`src/hw/rtl/brf_pkg.sv`:
```
// Shared constants, codes and control types of the brainfuck machine.
package brf_pkg;

   localparam int PROGRAM_DEPTH = 4096;
   localparam int TAPE_DEPTH    = 4096;
   localparam int IO_DEPTH      = 4096;
   localparam int CELL_BITS     = 8;
   localparam int CODE_AW       = $clog2(PROGRAM_DEPTH);
   localparam int TAPE_AW       = $clog2(TAPE_DEPTH);
   localparam int IO_AW         = $clog2(IO_DEPTH);
   localparam int IP_W          = CODE_AW + 1;
   localparam int CNT_W         = IO_AW + 1;
   localparam int BUDGET_W      = 21;

   localparam logic [IP_W-1:0]     CODE_FULL = IP_W'(PROGRAM_DEPTH);
   localparam logic [CNT_W-1:0]    IO_FULL   = CNT_W'(IO_DEPTH);
   localparam logic [BUDGET_W-1:0] RUN_LIMIT = BUDGET_W'(1048576);

   localparam logic [7:0] CH_LT = 8'h3C;
   localparam logic [7:0] CH_GT = 8'h3E;
   localparam logic [7:0] CH_PLUS = 8'h2B;
   localparam logic [7:0] CH_MINUS = 8'h2D;
   localparam logic [7:0] CH_DOT = 8'h2E;
   localparam logic [7:0] CH_COMMA = 8'h2C;
   localparam logic [7:0] CH_LBR = 8'h5B;
   localparam logic [7:0] CH_RBR = 8'h5D;
   localparam logic [7:0] CH_NL = 8'h0A;

   typedef enum logic [2:0] {
      OP_LOAD_CODE,
      OP_PUSH_INPUT,
      OP_STEP,
      OP_RUN_LINE,
      OP_RUN_ALL,
      OP_READ_OUT,
      OP_READ_CELL,
      OP_RESET
   } opcode_type;

   typedef enum logic [4:0] {
      DP_NOP,
      DP_CLEAR,
      DP_ACCEPT,
      DP_LOAD,
      DP_PUSH,
      DP_RD_OUT,
      DP_LATCH_OUT,
      DP_RD_CELL,
      DP_LATCH_CELL,
      DP_REGS_RESET,
      DP_SKIP_RD,
      DP_IP_INC,
      DP_RUN_STEP,
      DP_RUN_LEN,
      DP_RUN_ALL,
      DP_FETCH,
      DP_EXEC,
      DP_FS_INIT,
      DP_FS_READ,
      DP_FS_STEP,
      DP_FS_HIT,
      DP_IP_LEN,
      DP_BS_INIT,
      DP_BS_READ,
      DP_BS_STEP,
      DP_BS_HIT,
      DP_IN_READ,
      DP_IN_WB
   } dp_op_type;

   typedef enum logic [2:0] {
      EX_SIMPLE,
      EX_NEWLINE,
      EX_FSCAN,
      EX_BSCAN,
      EX_INPUT
   } exec_class_type;

   typedef struct packed {
      logic           clear_last;
      logic           ip_ge_len;
      logic           ip_ge_end;
      logic           budget_zero;
      logic           code_newline;
      exec_class_type exec_class;
      logic           scan_ge_len;
      logic           scan_zero;
      logic           fs_hit;
      logic           bs_hit;
   } dp_status_type;

endpackage

```
`src/hw/rtl/brf_ctrl.sv`:
```
// Controller state machine: sequences the tape clear, loads, pushes, register resets, runs, bracket scans and reads.
module brf_ctrl (
   input  logic                  clock,
   input  logic                  reset,
   input  logic                  start,
   input  logic [2:0]            req_opcode,
   input  brf_pkg::dp_status_type status,
   output brf_pkg::dp_op_type    dp_op,
   output logic                  busy,
   output logic                  rsp_valid
);
   import brf_pkg::*;

   typedef enum logic [4:0] {
      ST_CLEAR,
      ST_IDLE,
      ST_LOAD,
      ST_PUSH,
      ST_REGRST,
      ST_RDOUT,
      ST_LATOUT,
      ST_RDCELL,
      ST_LATCELL,
      ST_SKIP,
      ST_SKIPCHK,
      ST_ALL,
      ST_FETCH,
      ST_EXEC,
      ST_FS,
      ST_FSCHK,
      ST_BS,
      ST_BSCHK,
      ST_INWB,
      ST_RESP
   } state_type;

   state_type state_ff, state_in;
   logic      line_ff, line_in;

   always_comb begin
      state_in = state_ff;
      line_in  = line_ff;
      dp_op    = DP_NOP;
      unique case (state_ff)
         ST_CLEAR: begin
            dp_op = DP_CLEAR;
            if (status.clear_last) state_in = ST_IDLE;
         end
         ST_IDLE: begin
            if (start) begin
               dp_op   = DP_ACCEPT;
               line_in = (opcode_type'(req_opcode) == OP_RUN_LINE);
               unique case (opcode_type'(req_opcode))
                  OP_LOAD_CODE:          state_in = ST_LOAD;
                  OP_PUSH_INPUT:         state_in = ST_PUSH;
                  OP_STEP, OP_RUN_LINE:  state_in = ST_SKIP;
                  OP_RUN_ALL:            state_in = ST_ALL;
                  OP_READ_OUT:           state_in = ST_RDOUT;
                  OP_READ_CELL:          state_in = ST_RDCELL;
                  default:               state_in = ST_REGRST;
               endcase
            end
         end
         ST_LOAD: begin
            dp_op = DP_LOAD;
            state_in = ST_RESP;
         end
         ST_PUSH: begin
            dp_op = DP_PUSH;
            state_in = ST_RESP;
         end
         ST_REGRST: begin
            dp_op = DP_REGS_RESET;
            state_in = ST_RESP;
         end
         ST_RDOUT: begin
            dp_op = DP_RD_OUT;
            state_in = ST_LATOUT;
         end
         ST_LATOUT: begin
            dp_op = DP_LATCH_OUT;
            state_in = ST_RESP;
         end
         ST_RDCELL: begin
            dp_op = DP_RD_CELL;
            state_in = ST_LATCELL;
         end
         ST_LATCELL: begin
            dp_op = DP_LATCH_CELL;
            state_in = ST_RESP;
         end
         ST_SKIP: begin
            if (status.ip_ge_len) begin
               state_in = ST_RESP;
            end else begin
               dp_op = DP_SKIP_RD;
               state_in = ST_SKIPCHK;
            end
         end
         ST_SKIPCHK: begin
            if (status.code_newline) begin
               dp_op = DP_IP_INC;
               state_in = ST_SKIP;
            end else begin
               dp_op = line_ff ? DP_RUN_LEN : DP_RUN_STEP;
               state_in = ST_FETCH;
            end
         end
         ST_ALL: begin
            dp_op = DP_RUN_ALL;
            state_in = ST_FETCH;
         end
         ST_FETCH: begin
            if (status.ip_ge_end || status.budget_zero) begin
               state_in = ST_RESP;
            end else begin
               dp_op = DP_FETCH;
               state_in = ST_EXEC;
            end
         end
         ST_EXEC: begin
            unique case (status.exec_class)
               EX_NEWLINE: begin
                  // line mode stops on the newline itself
                  if (line_ff) begin
                     state_in = ST_RESP;
                  end else begin
                     dp_op = DP_EXEC;
                     state_in = ST_FETCH;
                  end
               end
               EX_FSCAN: begin
                  dp_op = DP_FS_INIT;
                  state_in = ST_FS;
               end
               EX_BSCAN: begin
                  dp_op = DP_BS_INIT;
                  state_in = ST_BS;
               end
               EX_INPUT: begin
                  dp_op = DP_IN_READ;
                  state_in = ST_INWB;
               end
               default: begin
                  dp_op = DP_EXEC;
                  state_in = ST_FETCH;
               end
            endcase
         end
         ST_FS: begin
            if (status.scan_ge_len) begin
               dp_op = DP_IP_LEN;
               state_in = ST_FETCH;
            end else begin
               dp_op = DP_FS_READ;
               state_in = ST_FSCHK;
            end
         end
         ST_FSCHK: begin
            dp_op = status.fs_hit ? DP_FS_HIT : DP_FS_STEP;
            state_in = status.fs_hit ? ST_FETCH : ST_FS;
         end
         ST_BS: begin
            // no match below: carry on after the bracket
            if (status.scan_zero) begin
               dp_op = DP_IP_INC;
               state_in = ST_FETCH;
            end else begin
               dp_op = DP_BS_READ;
               state_in = ST_BSCHK;
            end
         end
         ST_BSCHK: begin
            dp_op = status.bs_hit ? DP_BS_HIT : DP_BS_STEP;
            state_in = status.bs_hit ? ST_FETCH : ST_BS;
         end
         ST_INWB: begin
            dp_op = DP_IN_WB;
            state_in = ST_FETCH;
         end
         ST_RESP: state_in = ST_IDLE;
         default: state_in = ST_IDLE;
      endcase
   end

   always_ff @(posedge clock) begin
      if (reset) begin
         state_ff <= ST_CLEAR;
         line_ff  <= 1'b0;
      end else begin
         state_ff <= state_in;
         line_ff  <= line_in;
      end
   end

   assign busy      = (state_ff != ST_IDLE);
   assign rsp_valid = (state_ff == ST_RESP);

endmodule

```
`config.mk`:
```
export PLATFORM = sky130hd
export DESIGN_NAME = brf_ctrl
export DESIGN_NICKNAME = d
export VERILOG_FILES = /design/src/hw/rtl/brf_pkg.sv /design/src/hw/rtl/brf_ctrl.sv
export SDC_FILE = /design/constraint.sdc
export NUM_CORES = 1
export LEC_CHECK = 0
export BUFFER_PORTS_ARGS = -buffer_cell sky130_fd_sc_hd__buf_2
export CAP_MARGIN = 20
export CORE_ASPECT_RATIO = 0.6
export CORE_MARGIN = 3
export CORE_UTILIZATION = 30
export DETAILED_ROUTE_END_ITERATION = 10
export PLACE_DENSITY_LB_ADDON = 0.05
export SYNTH_ARGS = -nofsm -noshare
export SYNTH_HDL_FRONTEND = slang
export SYNTH_SLANG_ARGS = --single-unit
export TNS_END_PERCENT = 1
```
`constraint.sdc`:
```
create_clock -name clock -period 1.4 [get_ports clock]
set_input_delay 0.07 -clock clock [delete_from_list [all_inputs] [get_ports clock]]
set_output_delay 0.07 -clock clock [all_outputs]
set_load 0.1 [all_outputs]
```
# [Word level (Yosys, flattened, before mapping)]
# Index checks and enable logic that the tools add are counted.
# W data, S select, Z words.
[totals] output_inout_bits=7 reg_bits=6
[classes] eq_ne=32 reduce_logical=8 muxes=25
[op_table] operator="$pmux W5 S19" count=1
[op_table] operator="$pmux W5 S14" count=1
[op_table] operator="$mux W5" count=9
[op_table] operator="$eq A5 B4 Y1 const B" count=8
[op_table] operator="$pmux W5 S4" count=2
[op_table] operator="$pmux W4 S6" count=1
[op_table] operator="$eq A5 B3 Y1 const B" count=4
[op_table] operator="$eq A5 B5 Y1 const B" count=4
[op_table] operator="$eq A3 B2 Y1 const B" count=4
[op_table] operator="$eq A3 B3 Y1 const B" count=4
[op_table] operator="$mux W3" count=4
[op_table] operator="$eq A5 B2 Y1 const B" count=2
[op_table] operator="$mux W4" count=2
[op_table] operator="$eq A3 B1 Y1 const B" count=2
[op_table] operator="$mux W2" count=3
[op_table] operator="$eq A5 B1 Y1 const B" count=1
[op_table] operator="$logic_not A5 Y1" count=1
[op_table] operator="$ne A5 B1 Y1 const B" count=1
[op_table] operator="$reduce_or A5 Y1" count=1
[op_table] operator="$ne A2 B2 Y1 const B" count=2
[op_table] operator="$reduce_and A2 Y1" count=2
[op_table] operator="$reduce_or A2 Y1" count=2
[op_table] operator="$logic_not A3 Y1" count=1
[op_table] operator="$mux W1" count=2
[op_table] operator="$logic_or A1 B1 Y1" count=1

# [Longest topological paths before layout]
# Gate-level depths: netlist of run 1.
[logic_depth] ltp_word=5 ltp_mapped=6

# [Least setup slack after synthesis of run 1]
# OpenSTA, ideal clock, no wires.
[synth_timing] kind="register to output" startpoint="reg state_ff[1]" endpoint="out dp_op[3]" slack_ns=-1.233 t_arrival_ns=2.563 required_time_ns=1.330 path_stages_with_launch=7 path_buffers=2 cell_sequence="dfxtp_1 > buf_2 > buf_2 > nand3b_1 > o21ai_0 > a22oi_1 > o221ai_1"
[synth_via] elab_chain_len=2 elab_cells_between_ends=20 classes_between="eq/ne: 18; mux: 1; reduce/logical: 1"
[synth_rtl] item="start, declared" line_no="brf_ctrl.sv:37" rtl="state_type state_ff, state_in;"
[synth_rtl] item="start signal, assigned" line_no="brf_ctrl.sv:191" rtl="state_ff <= state_in;"
[synth_rtl] item="$eq A5 B5 Y1 (tied with other cells)" line_no="brf_ctrl.sv:44" rtl="unique case (state_ff)"
[synth_rtl] item="$pmux W5 S19 *" line_no="brf_ctrl.sv:44"
[synth_rtl] item="end, declared" line_no="brf_ctrl.sv:8" rtl="output brf_pkg::dp_op_type dp_op,"
# Mark *: on every way between the ends. The rest lies on a longest branch, timed or not.

# [Final worst setup path of run 1]
[layout_timing] startpoint="reg state_ff[4]" endpoint="out dp_op[0]"
# The elaborated chain is that of the path after synthesis.

==> metrics.txt, run 1 <==
clock group share of total power 0.263; Gate power share 0.548; CTS sink count 6; crit path DAT about 1.9 ns; Die W about 80 um; dpl cell area between 0.0015 and 0.002 sq mm; Max Cap Violations 0; Max clock buf depth 2; share of layout cells above drive strength 1 0.509; Main synth FF type dfxtp_1; YS warnings 0; post-CTS setup buffer count 0; placed cells around 260; RR Endpoint state_ff[3]; met2 Usage GRT 0.353; final setup vio count 13; Leak 0.808 nW; Total Routing Usage GR 0.232; Cell Int Power approximately 600 uW; final WL ~4400 um; R2R setup slack -0.26 ns; first-pass GRT wire length roughly 7200 um; drt wl/cell around 17 um; met3 Track Usage GR 0.0520; hold_buf cts 0; Core ar. approximately 0.0030 sq mm; GR met1 Demand/Resource 0.340; H-tree depth 1; Slew @ Worst Pin 0.389 ns; fillers around 280; DR iter-0 viols 150; CP Launch Point state_ff[4]; Final Net Count between 200 and 250; routability cong. about 0.98; Max Slew Vio Count 0; unrepaired setup endpoints after global routing yes; Hold Path Class in -> reg; vias per inst about 5.7; # IOs 25; total power around 980 uW; fmax roughly 500 MHz; total CTS buffers 3; synthesized area around 1000 sq um; min Tclk post-route between 1.5 and 2 ns; CTS tree built; kind of critical path reg -> out; Finished Layout Cells 262; PD cells about 540 mW/mm^2; Hold Path Stages 2; Worst Path Required between 1 and 1.5 ns; Distinct cells, synth 48; number of synthesized flops with an enable pin 0; IO Port Bufs 24; 1st-pass router iterations 4; crit path max fanout 3; DR vias about 1.5k; NetSw 380 uW; Relative slew margins 0.740; Max VDD drop approximately 370 uV; Clock Latency Late Sink about 0.22 ns; DRC Markers 0; Layout area overhead 82.7%; hpwl dp 3470 um; Routed Antenna Nets 0; row count 15; Sw Share 0.386; gr busiest metal met2; violations in the final reports negative setup slack; Worst R2R Path Depth 6; vias in the first global route ~1.5k; largest net degree at the start of global routing 10; Final Hold Vio Count 0; initial antenna violation count 0; synthesized instance count roughly 150; Setup WS post-layout -0.581 ns; period utilization 1.41; Post-synth ARST share 0; Reg power frac 0.189; Syn Area/Cell 6.83 sq um; Setup Skew between 0.0015 and 0.002 ns; total congestion overflow 0; Seq/Total Area, Yosys 0.121; CP Capture Point dp_op[0]; CP startpoint kind flop; Critical R2R Launch state_ff[4]; die height between 50 and 60 um; Final Cell Area around 0.0018 sq mm; starting density of the core 0.330; Worst setup EP type output port; clock slew at reported path FFs approximately 0.040 ns; die area between 0.004 and 0.005 sq mm; outcome complete, but fails checks; n_diodes 0; Yosys reg bits 6; syn_nets approximately 160; CTS root buffer clkbuf_8
## per-layer routing
| metal | vias to the layer above | part of all wire |
|---|---|---|
| met5 | - | 0 |
| met4 | 0 | 0.0044 |
| met3 | 6 | 0.10 |
| met2 | 90 | 0.42 |
| met1 | 683 | 0.47 |
| li1 | 708 | - |
## cells in the mapped netlist (all sizes together), types with 3 or more instances
| library cell | n | area share |
|---|---|---|
| nand3 | 3 | 0.015 |
| nor3 | 7 | 0.040 |
| a211oi | 3 | 0.023 |
| nand3b | 4 | 0.030 |
| o21ai | 5 | 0.025 |
| nand2 | 7 | 0.027 |
| nor2b | 4 | 0.025 |
| a31oi | 5 | 0.032 |
| or2 | 3 | 0.019 |
| buf | 9 | 0.045 |
| a21oi | 8 | 0.040 |
| nor2 | 18 | 0.068 |
| dfxtp | 6 | 0.12 |
| nor4 | 3 | 0.034 |
| nand2b | 8 | 0.051 |
| a21o | 4 | 0.030 |
| inv | 6 | 0.023 |
| nor3b | 5 | 0.043 |
## power by group through the flow
| stage | registers [mW] | clock network, mW | logic (mW) |
|---|---|---|---|
| final | 0.186 | 0.259 | 0.539 |
| after CTS | 0.188 | 0.266 | 0.526 |
| after floorplan | 0.186 | 0 | 0.267 |
| after detailed placement | 0.188 | 0 | 0.496 |
| after global routing | 0.187 | 0.282 | 0.571 |
| after global placement | 0.188 | 0 | 0.497 |
## worst min-delay path by stage
stage	start	endpoint	slack, ns
after floorplan	reset	state_ff[4]	0.14
after global placement	reset	state_ff[4]	0.28
after detailed placement	reset	state_ff[4]	0.29
after CTS	reset	state_ff[4]	0.05
after global routing	reset	state_ff[4]	0.07
final	reset	state_ff[4]	0.06
## layout make-up
cell class	count	area (sq um)	share of cell area
clock buffer	3	41.3	0.0228
inverter	6	22.5	0.0124
multi-input combinational	122	883	0.488
sequential	6	128	0.0705
tap	42	52.6	0.0290
timing repair buffer	83	683	0.377
## cells by family (layout without fill, tap and decap cells)
group,Yosys count,after routing,share of synthesized area
flip-flops,6,6,0.121
XOR/XNOR,2,2,0.0177
AO/OA/AOI/OAI,48,48,0.346
AND/OR/NAND/NOR,72,72,0.439
buffers and inverters,17,92,0.0758
## critical path, cell delays in order, from the launching register on
cell and delay, ns:
dfxtp_1 0.31, buf_4 0.14, or4b_4 0.51, nor4_4 0.20
a21oi_1 0.11, o211ai_1 0.19, buf_12 0.22
## sequential cells by signal, summed over array words and instances (netlist names)
signal	count
state_ff	5
line_ff	1
## layout by cell type, fill, tap and decap left out, drive strengths merged, types with 2 or more instances in the layout
cell,count
nand3,3
a2111oi,2
a211oi,3
nand4,2
dfxtp,6
or4b,2
o21ai,5
nor4,3
a21o,4
a32oi,2
clkbuf,3
nor3,7
or2,3
nor2b,4
buf,83
a31oi,5
nand2,7
inv,6
a41oi,2
a221oi,2
or3b,2
o22ai,2
nor2,18
nand3b,4
a21oi,8
a22oi,2
nand2b,8
xnor2,2
a211o,2
and3,2
nor3b,5
## what timing repair did
item,4_1_cts,5_1_grt
gates resized for setup,22,3
endpoints found under the setup margin,13,13
pin swaps,3,1
gates cloned,0,0
## per-stage QoR
step,setup TNS (ns),hold WS [ns],setup WS (ns),utilization
5_1_grt,-4.92,0.0661,-0.654,0.603
3_3_place_gp,-3.13,0.278,-0.354,0.556
3_5_place_dp,-3.23,0.285,-0.387,0.556
2_1_floorplan,-3.40,0.139,-0.986,-
6_report,-4.12,0.0586,-0.581,0.603
4_1_cts,-4.00,0.0503,-0.570,0.598
Note: power is estimated with default switching activity, not from simulation.
==> run 2, diff against run 1 <==
--- a/config.mk
+++ b/config.mk
@@ -7,7 +7,7 @@
 export LEC_CHECK = 0
 export BUFFER_PORTS_ARGS = -buffer_cell sky130_fd_sc_hd__buf_2
 export CAP_MARGIN = 20
-export CORE_ASPECT_RATIO = 0.6
+export CORE_ASPECT_RATIO = 0.5
 export CORE_MARGIN = 3
 export CORE_UTILIZATION = 30
 export DETAILED_ROUTE_END_ITERATION = 10
==> metrics.txt, run 2 (same netlist as run 1, synthesis figures left out) <==
Critical R2R Launch state_ff[0]; PD cells 551 mW/mm^2 (+1.3%); kind of critical path reg -> out; DRC Markers 0 (unchanged); n_diodes 0 (unchanged); first-pass GRT wire length 6250 um (-13%); hpwl dp 3290 um (-5.0%); clock slew at reported path FFs 0.03 ns (about the same); total CTS buffers 3 (unchanged); DR vias 1363 (-8.3%); metal1 wirelength 2000 um (-1.9%); CTS sink count 6 (unchanged); CTS root buffer clkbuf_8; Reg power frac 0.205 (+0.016); Sw Share 0.384 (-0.00243); initial antenna violation count 0 (unchanged); placed cells 243 (-6.2%); Worst setup EP type output port; hold path start reset; max reg flops 5 (unchanged); Biggest register state_ff; total power 913 uW (-7.3%); Finished Layout Cells 246 (-6.1%); Routed Antenna Nets 0 (unchanged); Core ar. 0.00308 sq mm (+2.7%); Gate power share 0.523 (-0.025); final setup vio count 12 (-1); vias in the first global route 1224 (-16%); hold_buf cts 0 (unchanged); starting density of the core 0.321 (-0.00857); WP buf/inv 1 (-1); Max Slew Vio Count 0 (unchanged); violations in the final reports negative setup slack; DR iter-0 viols 80 (-47%); biggest regs state_ff x5, line_ff x1; Hold Path Stages 2 (unchanged); Worst Path Required 1.33 ns (about the same); dpl cell area 0.00155 sq mm (-7.2%); max layer used met4; Worst R2R Path Depth 6 (unchanged); pre-CTS WS -0.432 ns (-0.0444 ns); vias per inst 5.54 (-2.4%); Die W 87.3 um (+8.8%); clock group share of total power 0.273 (+0.010); Relative slew margins 0.694 (-0.0462); Detail Route met2 WL 1550 um (-16%); largest net degree at the start of global routing 15 (+5); final WL 3900 um (-11%); CP Launch Point state_ff[1]; crit path DAT 1.91 ns (about the same); Leak 0.720 nW (-11%); most frequent cells in the layout buf_4 (45), nor2_1 (17), buf_2 (17); Hold EP state_ff[4]; Slowest-stage cell, CP or4b_4; min Tclk post-route 1.98 ns (-0.00427 ns); routability cong. 0.927 (-5.4%); Largest delay share family, worst path simple AND/OR/NAND/NOR gates; 1st-pass router iterations 4 (unchanged); Final Hold Vio Count 0 (unchanged); Layout area overhead 67.2%; die area 0.00407 sq mm (+0.48%); Final Util 0.537 (-0.0656); total congestion overflow 0 (unchanged); period utilization 1.41 (-0.00305); CTS tree built; CP startpoint kind flop; Final Net Count 226 (-5.8%); die height 46.6 um (-7.7%); # IOs 25 (unchanged); Hold Path Class in -> reg; setup tns final -3.56 ns (+0.560 ns); RR Endpoint state_ff[3]; crit path max fanout 13 (+10); outcome complete, but fails checks; fmax 506 MHz (+0.22%); Final Cell Area 0.00166 sq mm (-8.5%); Setup WS post-layout -0.577 ns (+0.00427 ns); IO Port Bufs 24 (unchanged); Cell Int Power 562 uW (-6.9%); R2R setup slack -0.29 ns (-0.03 ns); routed length on met3 324 um (-29%); H-tree depth 1 (unchanged); Max Cap Violations 0 (unchanged); unrepaired setup endpoints after global routing yes; NetSw 350 uW (-7.9%); share of layout cells above drive strength 1 0.461 (-0.0479); Slew @ Worst Pin 0.447 ns (+0.0586 ns); CP cell instances or4b_4 -> nor4_4 -> a21oi_1 -> o211ai_1 -> buf_12; row count 14 (-1); Clock Latency Late Sink 0.22 ns (about the same); Setup Skew 0.00209 ns (+0.000148 ns); drt wl/cell 15.9 um (-4.8%); Max VDD drop 507 uV (+35%); Worst path max stage delay 0.55 ns (+0.04 ns); Max clock buf depth 2 (unchanged); most common cell after layout, fill and taps aside buf_4; Total Routing Usage GR 0.204 (-0.0275); worst hold slack 0.0624 ns (+0.00384 ns)
## run 2: layer usage
metal  up-vias  global-route usage
li1        684                   -
met1       624               0.315
met2        50               0.301
met3         5              0.0321
met4         0              0.0275
met5         -                   0
## run 2: layout make-up
type                       instances  area (sq um)
clock buffer                       3          41.3
fill                             313          1430
inverter                           6          22.5
multi-input combinational        122           855
sequential                         6           134
tap                               40          50.0
timing repair buffer              69           554
## run 2: worst reg2reg max path: stages, from the launching register on
cell and delay [ns]:
dfxtp_2 0.33, buf_4 0.14, or4b_1 0.54, o32ai_1 0.18
nor4_1 0.10, buf_4 0.16, a31oi_1 0.15
## run 2: worst max-delay path by stage
| stage | endpoint | slack (ns) | depth (start not counted) |
|---|---|---|---|
| 5_1_grt | dp_op[1] | -0.66 | 5 |
| 6_report | dp_op[0] | -0.58 | 5 |
| 3_3_place_gp | dp_op[1] | -0.46 | 5 |
| 2_1_floorplan | dp_op[0] | -0.99 | 5 |
| 3_5_place_dp | dp_op[0] | -0.43 | 5 |
| 4_1_cts | dp_op[0] | -0.59 | 5 |
## run 2: power by group through the flow
| stage | clock, mW | combinational (mW) | sequential (mW) |
|---|---|---|---|
| detailed placement | 0 | 0.453 | 0.193 |
| finish | 0.249 | 0.477 | 0.187 |
| CTS | 0.253 | 0.470 | 0.188 |
| global placement | 0 | 0.449 | 0.193 |
| floorplan | 0 | 0.267 | 0.186 |
| global route | 0.270 | 0.504 | 0.189 |
## run 2: what timing repair did
item | in CTS | in global routing
gates resized for setup | 16 | 3
setup buffers | 0 | 0
setup endpoints to repair | 12 | 12
pin swaps | 2 | 0
==> run 3, diff against run 2 <==
--- a/config.mk
+++ b/config.mk
@@ -5,6 +5,7 @@
 export SDC_FILE = /design/constraint.sdc
 export NUM_CORES = 1
 export LEC_CHECK = 0
+export ABC_AREA = 1
 export BUFFER_PORTS_ARGS = -buffer_cell sky130_fd_sc_hd__buf_2
 export CAP_MARGIN = 20
 export CORE_ASPECT_RATIO = 0.5
==> metrics.txt, run 3 <==
met3 Track Usage GR 0.0554 (+0.0232); unrepaired setup endpoints after global routing yes; most common cell after layout, fill and taps aside nand2_1; CP cell instances buf_6 -> nor2_2 -> buf_4 -> nand4_1 -> o2111a_1 -> nand4_1 -> buf_12; routability cong. 0.962 (+3.7%); 1st-pass router iterations 5 (+1); Yosys top cell area share 0.153 (+0.0315); CP startpoint kind flop; DR iter-0 viols 205 (+160%); Hold EP state_ff[2]; Yosys reg bits 6 (unchanged); placed cells 283 (+16%); Worst R2R Path Depth 12 (+6); drt wl/cell 14.5 um (-8.8%); Total Routing Usage GR 0.222 (+0.0174); fillers 252 (-19%); most common cell in the netlist nand2_1; die height 46.5 um (-0.33%); period utilization 1.23 (-0.185); Hold Path Class in -> reg; Hold Path Stages 2 (unchanged); share of layout cells above drive strength 1 0.480 (+0.0193); synthesized instance count 188 (+30%); Final Hold Vio Count 0 (unchanged); met2 Usage GRT 0.320 (+0.0189); DR vias 1542 (+13%); dpl cell area 0.00153 sq mm (-1.5%); Final Net Count 276 (+22%); YS warnings 0 (unchanged); starting density of the core 0.345 (+0.0241); Syn Area/Cell 5.23 sq um (-23%); min Tclk post-route 1.72 ns (-0.260 ns); violations in the final reports negative setup slack; syn_nets 206 (+26%); worst hold slack 0.0930 ns (+0.0306 ns); kind of critical path reg -> out; first-pass GRT wire length 6600 um (+5.5%); total CTS buffers 3 (unchanged); Worst Path Required 1.33 ns (about the same); vias in the first global route 1336 (+9.2%); total power 4.50 mW (+390%); Critical R2R Launch state_ff[1]; RR Endpoint state_ff[2]; Final Cell Area 0.00181 sq mm (+9.4%); Leak 0.944 nW (+31%); gr busiest metal met1; Finished Layout Cells 293 (+19%); Seq/Total Area, Yosys 0.122 (+0.000925); Max Slew Vio Count 0 (unchanged); CTS sink count 6 (unchanged); Routed Antenna Nets 0 (unchanged); WP buf/inv 3 (+2); # IOs 25 (unchanged); Worst path max stage delay 0.31 ns (-0.24 ns); DRC Markers 0 (unchanged); Setup Skew 0.000931 ns (-0.00116 ns); vias per inst 5.26 (-5.0%); hold path start reset; max reg flops 5 (unchanged); outcome complete, but fails checks; Main synth FF type dfxtp_1; crit path max fanout 4 (-9); leading area contributor after synthesis nand2_1; Layout area overhead 84.2%; Biggest register state_ff; crit path DAT 1.65 ns (-0.26 ns); area of the multi-input gates 911 sq um (+6.6%); most frequent cells in the layout nand2_1 (39), buf_4 (38), nor2_1 (31); Largest delay share family, worst path buffers and inverters; Worst setup EP type output port; n_diodes 0 (unchanged); biggest regs state_ff x5, line_ff x1; CTS tree built; register area 131 sq um (-1.9%); CTS root buffer clkbuf_8; IO Port Bufs 24 (unchanged); Clock Latency Late Sink 0.22 ns (about the same); PD cells 2480 mW/mm^2 (+350%); die area 0.00404 sq mm (-0.69%); synthesized area 983 sq um (-0.76%); Relative slew margins 0.769 (+0.0745); setup tns final -2.45 ns (+1.11 ns); top cells by area, synth nand2_1 (15%), nor2_1 (15%), dfxtp_1 (12%); Max Cap Violations 0 (unchanged); clock slew at reported path FFs 0.04 ns (about the same); CP dominant cell by count nand4_1; number of synthesized flops with an enable pin 0 (unchanged); R2R setup slack -0.21 ns (+0.08 ns); final setup vio count 11 (-1); Die W 87.0 um (-0.36%); fmax 582 MHz (+15%); Distinct cells, synth 26 (-46%); Max clock buf depth 2 (unchanged); hpwl dp 3390 um (+2.9%); total congestion overflow 0 (unchanged); initial antenna violation count 0 (unchanged); GR met1 Demand/Resource 0.331 (+0.0163); final WL 4240 um (+8.7%); Setup WS post-layout -0.317 ns (+0.260 ns); H-tree depth 1 (unchanged); Post-synth ARST share 0 (unchanged); largest net degree at the start of global routing 8 (-7); top post-synthesis cells by count nand2_1 (40), nor2_1 (39), inv_1 (22), nand3_1 (18), o21ai_0 (10); Core ar. 0.00285 sq mm (-7.7%); row count 13 (-1); Slowest-stage cell, CP dfxtp_2; Max VDD drop 2240 uV (+340%); Slew @ Worst Pin 0.344 ns (-0.104 ns)
[run 3: cell count changes after synthesis, sizes merged, moves of 5 or more]
cell | previous run | this run
a31oi | 5 | 0
buf | 9 | 2
inv | 6 | 28
nand2 | 7 | 46
nand2b | 8 | 0
nand3 | 3 | 19
nor2 | 18 | 45
o21ai | 5 | 11
[run 3: logic make-up (layout without fill, tap and decap cells)]
family                 Yosys count  count (layout)  synth area share
and+or+nand+nor                128             128             0.607
DFF                              6               6             0.122
AOI/OAI and AO/OA               24              24             0.145
buffers and inverters           30              98             0.126
[run 3: worst register-to-register path: stages (launching register included)]
cell and delay (ns):
dfxtp_2 0.31, buf_6 0.13, nor2_2 0.12, nand2_2 0.12, buf_4 0.16, buf_4 0.12
buf_4 0.12, inv_1 0.07, nand2_1 0.05, o21ai_0 0.06, inv_1 0.11, nand2_1 0.10
nor2_1 0.04
[run 3: where the power goes]
part	leakage, nW	total (mW)	internal [mW]	switching, mW
Combinational	0.870	3.90	1.54	2.36
Sequential	0.0516	0.335	0.247	0.0876
Clock	0.0216	0.261	0.185	0.0764
Total	0.944	4.50	1.97	2.52
[run 3: routing by layer]
| metal | part of all wire | wire, um | vias up |
|---|---|---|---|
| li1 | - | - | 755 |
| met1 | 0.48 | 2050 | 688 |
| met2 | 0.39 | 1660 | 86 |
| met3 | 0.11 | 462 | 13 |
| met4 | 0.015 | 63 | 0 |
| met5 | 0 | 0 | - |
[run 3: cell type report]
cell class                      instances  share of cell area
Tap cell                               37              0.0256
Clock buffer                            3              0.0228
Inverter                               28              0.0635
Timing Repair Buffer                   67               0.313
Multi-Input combinational cell        152               0.503
Sequential cell                         6              0.0725
[run 3: worst max path at each step]
stage	from	endpoint	slack [ns]	cells after the start
floorplan	state_ff[4]	dp_op[4]	-0.92	6
global placement	state_ff[0]	dp_op[0]	-0.29	9
detailed placement	state_ff[0]	dp_op[0]	-0.25	9
CTS	state_ff[1]	dp_op[3]	-0.29	9
global route	state_ff[1]	dp_op[1]	-0.38	9
finish	state_ff[1]	dp_op[2]	-0.32	7
[run 3: what timing repair did]
action / in CTS / in global routing
pin swaps: 11 / 9
resized for setup: 33 / 19
setup endpoints to repair: 13 / 13
setup buffers: 6 / 1
cloned: 0 / 0
hold buffers: 0 / 0
[run 3: per-stage QoR]
step	setup WS, ns	util
global route	-0.382	0.636
detailed placement	-0.246	0.537
floorplan	-0.915	-
global placement	-0.289	0.537
finish	-0.317	0.636
CTS	-0.291	0.607
